### config.mk
export PLATFORM = sky130hd
export DESIGN_NAME = erlm_ctrl
export DESIGN_NICKNAME = d
export VERILOG_FILES = /design/src/sv/erlm_pkg.sv /design/src/sv/erlm_ctrl.sv
export SDC_FILE = /design/constraint.sdc
export NUM_CORES = 1
export LEC_CHECK = 0
export ABC_AREA = 1
export BUFFER_PORTS_ARGS = -buffer_cell sky130_fd_sc_hd__buf_2
export CAP_MARGIN = 20
export CORE_MARGIN = 5
export CORE_UTILIZATION = 41
export DETAILED_ROUTE_END_ITERATION = 16
export GPL_ROUTABILITY_DRIVEN = 0
export GPL_TIMING_DRIVEN = 0
export PLACE_DENSITY = 0.73
export SLEW_MARGIN = 20
export SYNTH_ARGS = -nofsm -noshare
export SYNTH_HDL_FRONTEND = slang
export SYNTH_SLANG_ARGS = --single-unit
### constraint.sdc
create_clock -name aclk -period 2.6 [get_ports aclk]
set_clock_uncertainty 0.1 [all_clocks]
set_input_delay 0.26 -clock aclk [delete_from_list [all_inputs] [get_ports aclk]]
set_output_delay 0.26 -clock aclk [all_outputs]
set_load 0.05 [all_outputs]
### src/sv/erlm_pkg.sv
// Shared types and constants of the event rate limit monitor.
// Used by the controller, the datapath, the divider and the top level.
`default_nettype none
package erlm_pkg;

    localparam int MAX_KEYS_DEF = 64;
    localparam int ID_W         = 32;
    localparam int RATE_W       = 42;
    localparam int INST_W       = 7;
    localparam int IVL_W        = 16;
    localparam int CFG_IDX_W    = 2;
    localparam int CFG_DATA_W   = 32;
    localparam int RATE_SCALE   = 1000;
    localparam int DIV_STEPS    = RATE_W;
    localparam int DIV_CNT_W    = $clog2(DIV_STEPS + 1);

    // Input item kinds.
    localparam logic [1:0] KIND_SAMPLE = 2'd0;
    localparam logic [1:0] KIND_LOAD   = 2'd1;
    localparam logic [1:0] KIND_TICK   = 2'd2;
    localparam logic [1:0] KIND_NONE   = 2'd3;

    // Configuration register indexes.
    localparam logic [CFG_IDX_W-1:0] CFG_CPU_EN   = 2'd0;
    localparam logic [CFG_IDX_W-1:0] CFG_TID_EN   = 2'd1;
    localparam logic [CFG_IDX_W-1:0] CFG_INTERVAL = 2'd2;
    localparam logic [CFG_IDX_W-1:0] CFG_LIMIT    = 2'd3;

    // Evaluation phases of one report.
    localparam logic [1:0] PH_SRATE = 2'd0;
    localparam logic [1:0] PH_MRATE = 2'd1;
    localparam logic [1:0] PH_INST  = 2'd2;

    typedef struct packed {
        logic       capture;
        logic       scan_start;
        logic       scan_rd;
        logic       commit;
        logic       tick_first;
        logic       tick_next;
        logic       mul_go;
        logic       div_go;
        logic       div_cap;
        logic       out_load;
        logic [1:0] op;
    } erlm_cmd_t;

    typedef struct packed {
        logic scan_last;
        logic grp_rep;
        logic tick_grp;
        logic div_busy;
        logic res_room;
    } erlm_status_t;

endpackage
`default_nettype wire

### src/sv/erlm_ctrl.sv
// Controller state machine of the event rate limit monitor.
// Depends on erlm_pkg for the command and status structs.
`default_nettype none
module erlm_ctrl
    import erlm_pkg::*;
(
    input  wire logic         aclk,
    input  wire logic         aresetn,
    input  wire logic         s_valid,
    input  wire logic [1:0]   s_kind,
    output logic              s_ready,
    input  wire erlm_status_t sts,
    output erlm_cmd_t         cmd
);

    localparam logic [3:0] ST_IDLE   = 4'd0;
    localparam logic [3:0] ST_SCAN   = 4'd1;
    localparam logic [3:0] ST_DRAIN  = 4'd2;
    localparam logic [3:0] ST_COMMIT = 4'd3;
    localparam logic [3:0] ST_CHECK  = 4'd4;
    localparam logic [3:0] ST_MUL    = 4'd5;
    localparam logic [3:0] ST_DGO    = 4'd6;
    localparam logic [3:0] ST_DWAIT  = 4'd7;
    localparam logic [3:0] ST_OUT    = 4'd8;

    logic [3:0] state_reg, state_next;
    logic [1:0] ph_reg, ph_next;

    always_ff @(posedge aclk) begin
        if (!aresetn) begin
            state_reg <= ST_IDLE;
            ph_reg    <= PH_SRATE;
        end else begin
            state_reg <= state_next;
            ph_reg    <= ph_next;
        end
    end

    always_comb begin
        state_next = state_reg;
        ph_next    = ph_reg;
        cmd        = '0;
        cmd.op     = ph_reg;
        s_ready    = 1'b0;
        unique case (state_reg)
            ST_IDLE: begin
                s_ready = 1'b1;
                if (s_valid) begin
                    cmd.capture = 1'b1;
                    if (s_kind == KIND_SAMPLE || s_kind == KIND_LOAD) begin
                        cmd.scan_start = 1'b1;
                        state_next     = ST_SCAN;
                    end else if (s_kind == KIND_TICK) begin
                        cmd.tick_first = 1'b1;
                        state_next     = ST_CHECK;
                    end
                end
            end
            ST_SCAN: begin
                cmd.scan_rd = 1'b1;
                if (sts.scan_last) begin
                    state_next = ST_DRAIN;
                end
            end
            ST_DRAIN: begin
                state_next = ST_COMMIT;
            end
            ST_COMMIT: begin
                cmd.commit = 1'b1;
                state_next = ST_IDLE;
            end
            ST_CHECK: begin
                if (sts.grp_rep) begin
                    ph_next    = PH_SRATE;
                    state_next = ST_MUL;
                end else if (sts.tick_grp) begin
                    state_next = ST_IDLE;
                end else begin
                    cmd.tick_next = 1'b1;
                end
            end
            ST_MUL: begin
                cmd.mul_go = 1'b1;
                state_next = ST_DGO;
            end
            ST_DGO: begin
                cmd.div_go = 1'b1;
                state_next = ST_DWAIT;
            end
            ST_DWAIT: begin
                if (!sts.div_busy) begin
                    cmd.div_cap = 1'b1;
                    if (ph_reg == PH_SRATE) begin
                        ph_next    = PH_MRATE;
                        state_next = ST_MUL;
                    end else if (ph_reg == PH_MRATE) begin
                        ph_next    = PH_INST;
                        state_next = ST_DGO;
                    end else begin
                        state_next = ST_OUT;
                    end
                end
            end
            ST_OUT: begin
                if (sts.res_room) begin
                    cmd.out_load = 1'b1;
                    if (sts.tick_grp) begin
                        state_next = ST_IDLE;
                    end else begin
                        cmd.tick_next = 1'b1;
                        state_next    = ST_CHECK;
                    end
                end
            end
            default: begin
                state_next = ST_IDLE;
            end
        endcase
    end

endmodule
`default_nettype wire

==> impl_metrics.json <==
{
  "antenna_left": 0,
  "nNetsFinal": 129,
  "rr_worst_depth": 6,
  "synth-seq-area-share": 0.2238,
  "yosys_warnings": 0,
  "clk-insertion-delay-late_ns": 0.24,
  "syn_area_um2": 536.8,
  "row_count": 13,
  "p_switching_mw": 0.4067,
  "min_path_type": "in -> reg",
  "drive_gt1_frac": 0.3162,
  "area_delta_synth_final_pct": 29.14,
  "max_slew_margin": 0.7476,
  "cts_setup_buffers": 0,
  "slew_violations": 0,
  "startpoint_type": "register",
  "grt_usage": 0.1291,
  "cts_root_buffer": "clkbuf_4",
  "place_area_um2": 670.6,
  "clk_pin_slew_ns": 0.04,
  "setup_viol": 0,
  "pwr-share-seq": 0.213,
  "mostFrequentLayoutCell": "buf_2",
  "max_freq_ghz": 0.5325,
  "status": "completed",
  "largest_reg_flops": 4,
  "fillCellCount": 128,
  "dpl.hpwl_um": 1057,
  "core-area_um2": 1269,
  "ys_types": 18,
  "cp_slowest_cell": "dfxtp_1",
  "grt_first_pass_wirelength_um": 2028,
  "vdd_drop_max_v": 0.0006133,
  "post_cts_resized": 0,
  "cp.required_ns": 2.24,
  "tightest_slew_ns": 0.3782,
  "whs_path_depth": 3,
  "finalHoldViolCount": 0,
  "numClockSinks": 6,
  "drv_cap": 0,
  "syn-num-nets": 102,
  "pre_cts_ws_ns": 0.9841,
  "r2r_start": "state_reg[0]",
  "internal-power_mw": 0.2952,
  "antenna_found_initial": 0,
  "min_from": "aresetn",
  "clock_power_share": 0.120,
  "powerDensity_nw_per_um2": 1013,
  "rsz0062_at_grt": "no",
  "grt_pass1_vias": 516,
  "wl_per_cell_um": 9.439,
  "synthCells": 92,
  "finalSetupTns_ns": 0,
  "synthTopCellsByArea": "dfxtp_1, nand2_1, nor2_1",
  "cp-end-kind": "output pin",
  "hold_path_end": "ph_reg[0]",
  "finish.instance_area_um2": 693.2,
  "cts_hold_buf": 0,
  "die_area_um2": 2133,
  "layout_setup_ws_ns": 0.7219,
  "min_period_ns": 1.878,
  "die_x_um": 46.18,
  "fin_crit_sh": 0.7223,
  "cts_buffers": 3,
  "grt_overflow": 0,
  "cpLargestDelayFamily": "simple AND/OR/NAND/NOR gates",
  "vias": 619,
  "drtIter0Drc": 19,
  "slowest_delay_ns": 0.35,
  "ys_ff_latch": 6,
  "grt_max_degree": 10,
  "cts_tree": "done",
  "initial_core_util": 0.4231,
  "wirelength_um": 1246,
  "leakagePower_nw": 0.3984,
  "power_frac_comb": 0.668,
  "arrival_ns": 1.52,
  "h-tree-depth": 1,
  "syn_area_per_cell_um2": 5.834,
  "boundaryPins": 23,
  "worst-path-buf-inv": 1,
  "viasPerCell": 4.689,
  "dr.pass1.iters": 4,
  "cp_max_fo": 9,
  "rrSetupSlack_ns": 1.13,
  "synth_area_leader_cell": "dfxtp_1",
  "cts_buffer_depth": 2,
  "final_util": 0.5464,
  "diodes": 0,
  "numPortBuffers": 22,
  "drcViolationCount": 0,
  "crit_type": "reg -> out",
  "mostFrequentLayoutCells": "buf_2, nand2_1, nor2_1, inv_1, nand3_1",
  "p_sw_frac": 0.5794,
  "fin_hold_ws_ns": 0.1752,
  "synth_top_area_share": 0.2238,
  "path_cells": "nor2_2, nand3_1, o21ai_0, buf_2",
  "rr_endpoint": "ph_reg[0]",
  "die_y_um": 46.18
}
==> how the worst max path moves through the flow <==
| stage | startpoint | slack (ns) | depth (start not counted) | to |
|---|---|---|---|---|
| after floorplan | state_reg[2] | 0.17 | 5 | cmd[7] |
| after global placement | state_reg[0] | 1.0 | 4 | cmd[6] |
| after global routing | state_reg[3] | 0.57 | 5 | cmd[6] |
| after detailed placement | state_reg[0] | 0.98 | 4 | cmd[6] |
| after CTS | state_reg[0] | 0.71 | 4 | cmd[6] |
| final | state_reg[0] | 0.72 | 4 | cmd[6] |
==> final cells by class <==
type	count	area (um^2)	area share
tap	15	18.77	0.02708
sequential	6	120.1	0.1733
timing repair buffer	22	110.1	0.1588
inverter	16	60.06	0.08664
multi-input combinational	70	361.6	0.5217
clock buffer	3	22.52	0.03249
==> cell families after synthesis <==
logic type,share of synthesized area
AND/OR/NAND/NOR,0.5641
buffers and inverters,0.1119
AO/OA/AOI/OAI,0.1002
flip-flops,0.2238
==> Yosys cell counts (all sizes together) <==
library cell / count
nand2: 23
nor2: 20
inv: 16
nand3: 13
dfxtp: 6
a21oi: 5
nor3: 3
o21ai: 2
a21boi: 1
nand3b: 1
nand4: 1
o31ai: 1
==> tightest hold or removal path, cell delays in order <==
cell and delay [ns]:
buf_2 0.12, nand2_1 0.06, nor2_1 0.03
==> stage by stage <==
step / power (mW) / cells
after detailed placement: 0.6226 / 129
after global placement: 0.6194 / 129
after CTS: 0.7108 / 132
after floorplan: 0.5313 / 92
after global routing: 0.7635 / 132
final: 0.7019 / 132
==> power groups by stage <==
stage                     logic [mW]  registers (mW)  clock network (mW)
after detailed placement       0.472           0.151                   0
after CTS                      0.473           0.149              0.0885
after floorplan                0.373           0.158                   0
after global placement         0.468           0.151                   0
final                          0.469           0.149              0.0840
after global routing           0.517           0.154              0.0923
==> routing by layer <==
| metal | GRT usage | routed length [um] |
|---|---|---|
| met1 | 0.1644 | 593 |
| met2 | 0.2115 | 586 |
| met3 | 0.02344 | 67 |
| met4 | 0.05114 | 0 |
| met5 | 0 | 0 |
No activity file was read; power rests on OpenSTA's default activity.
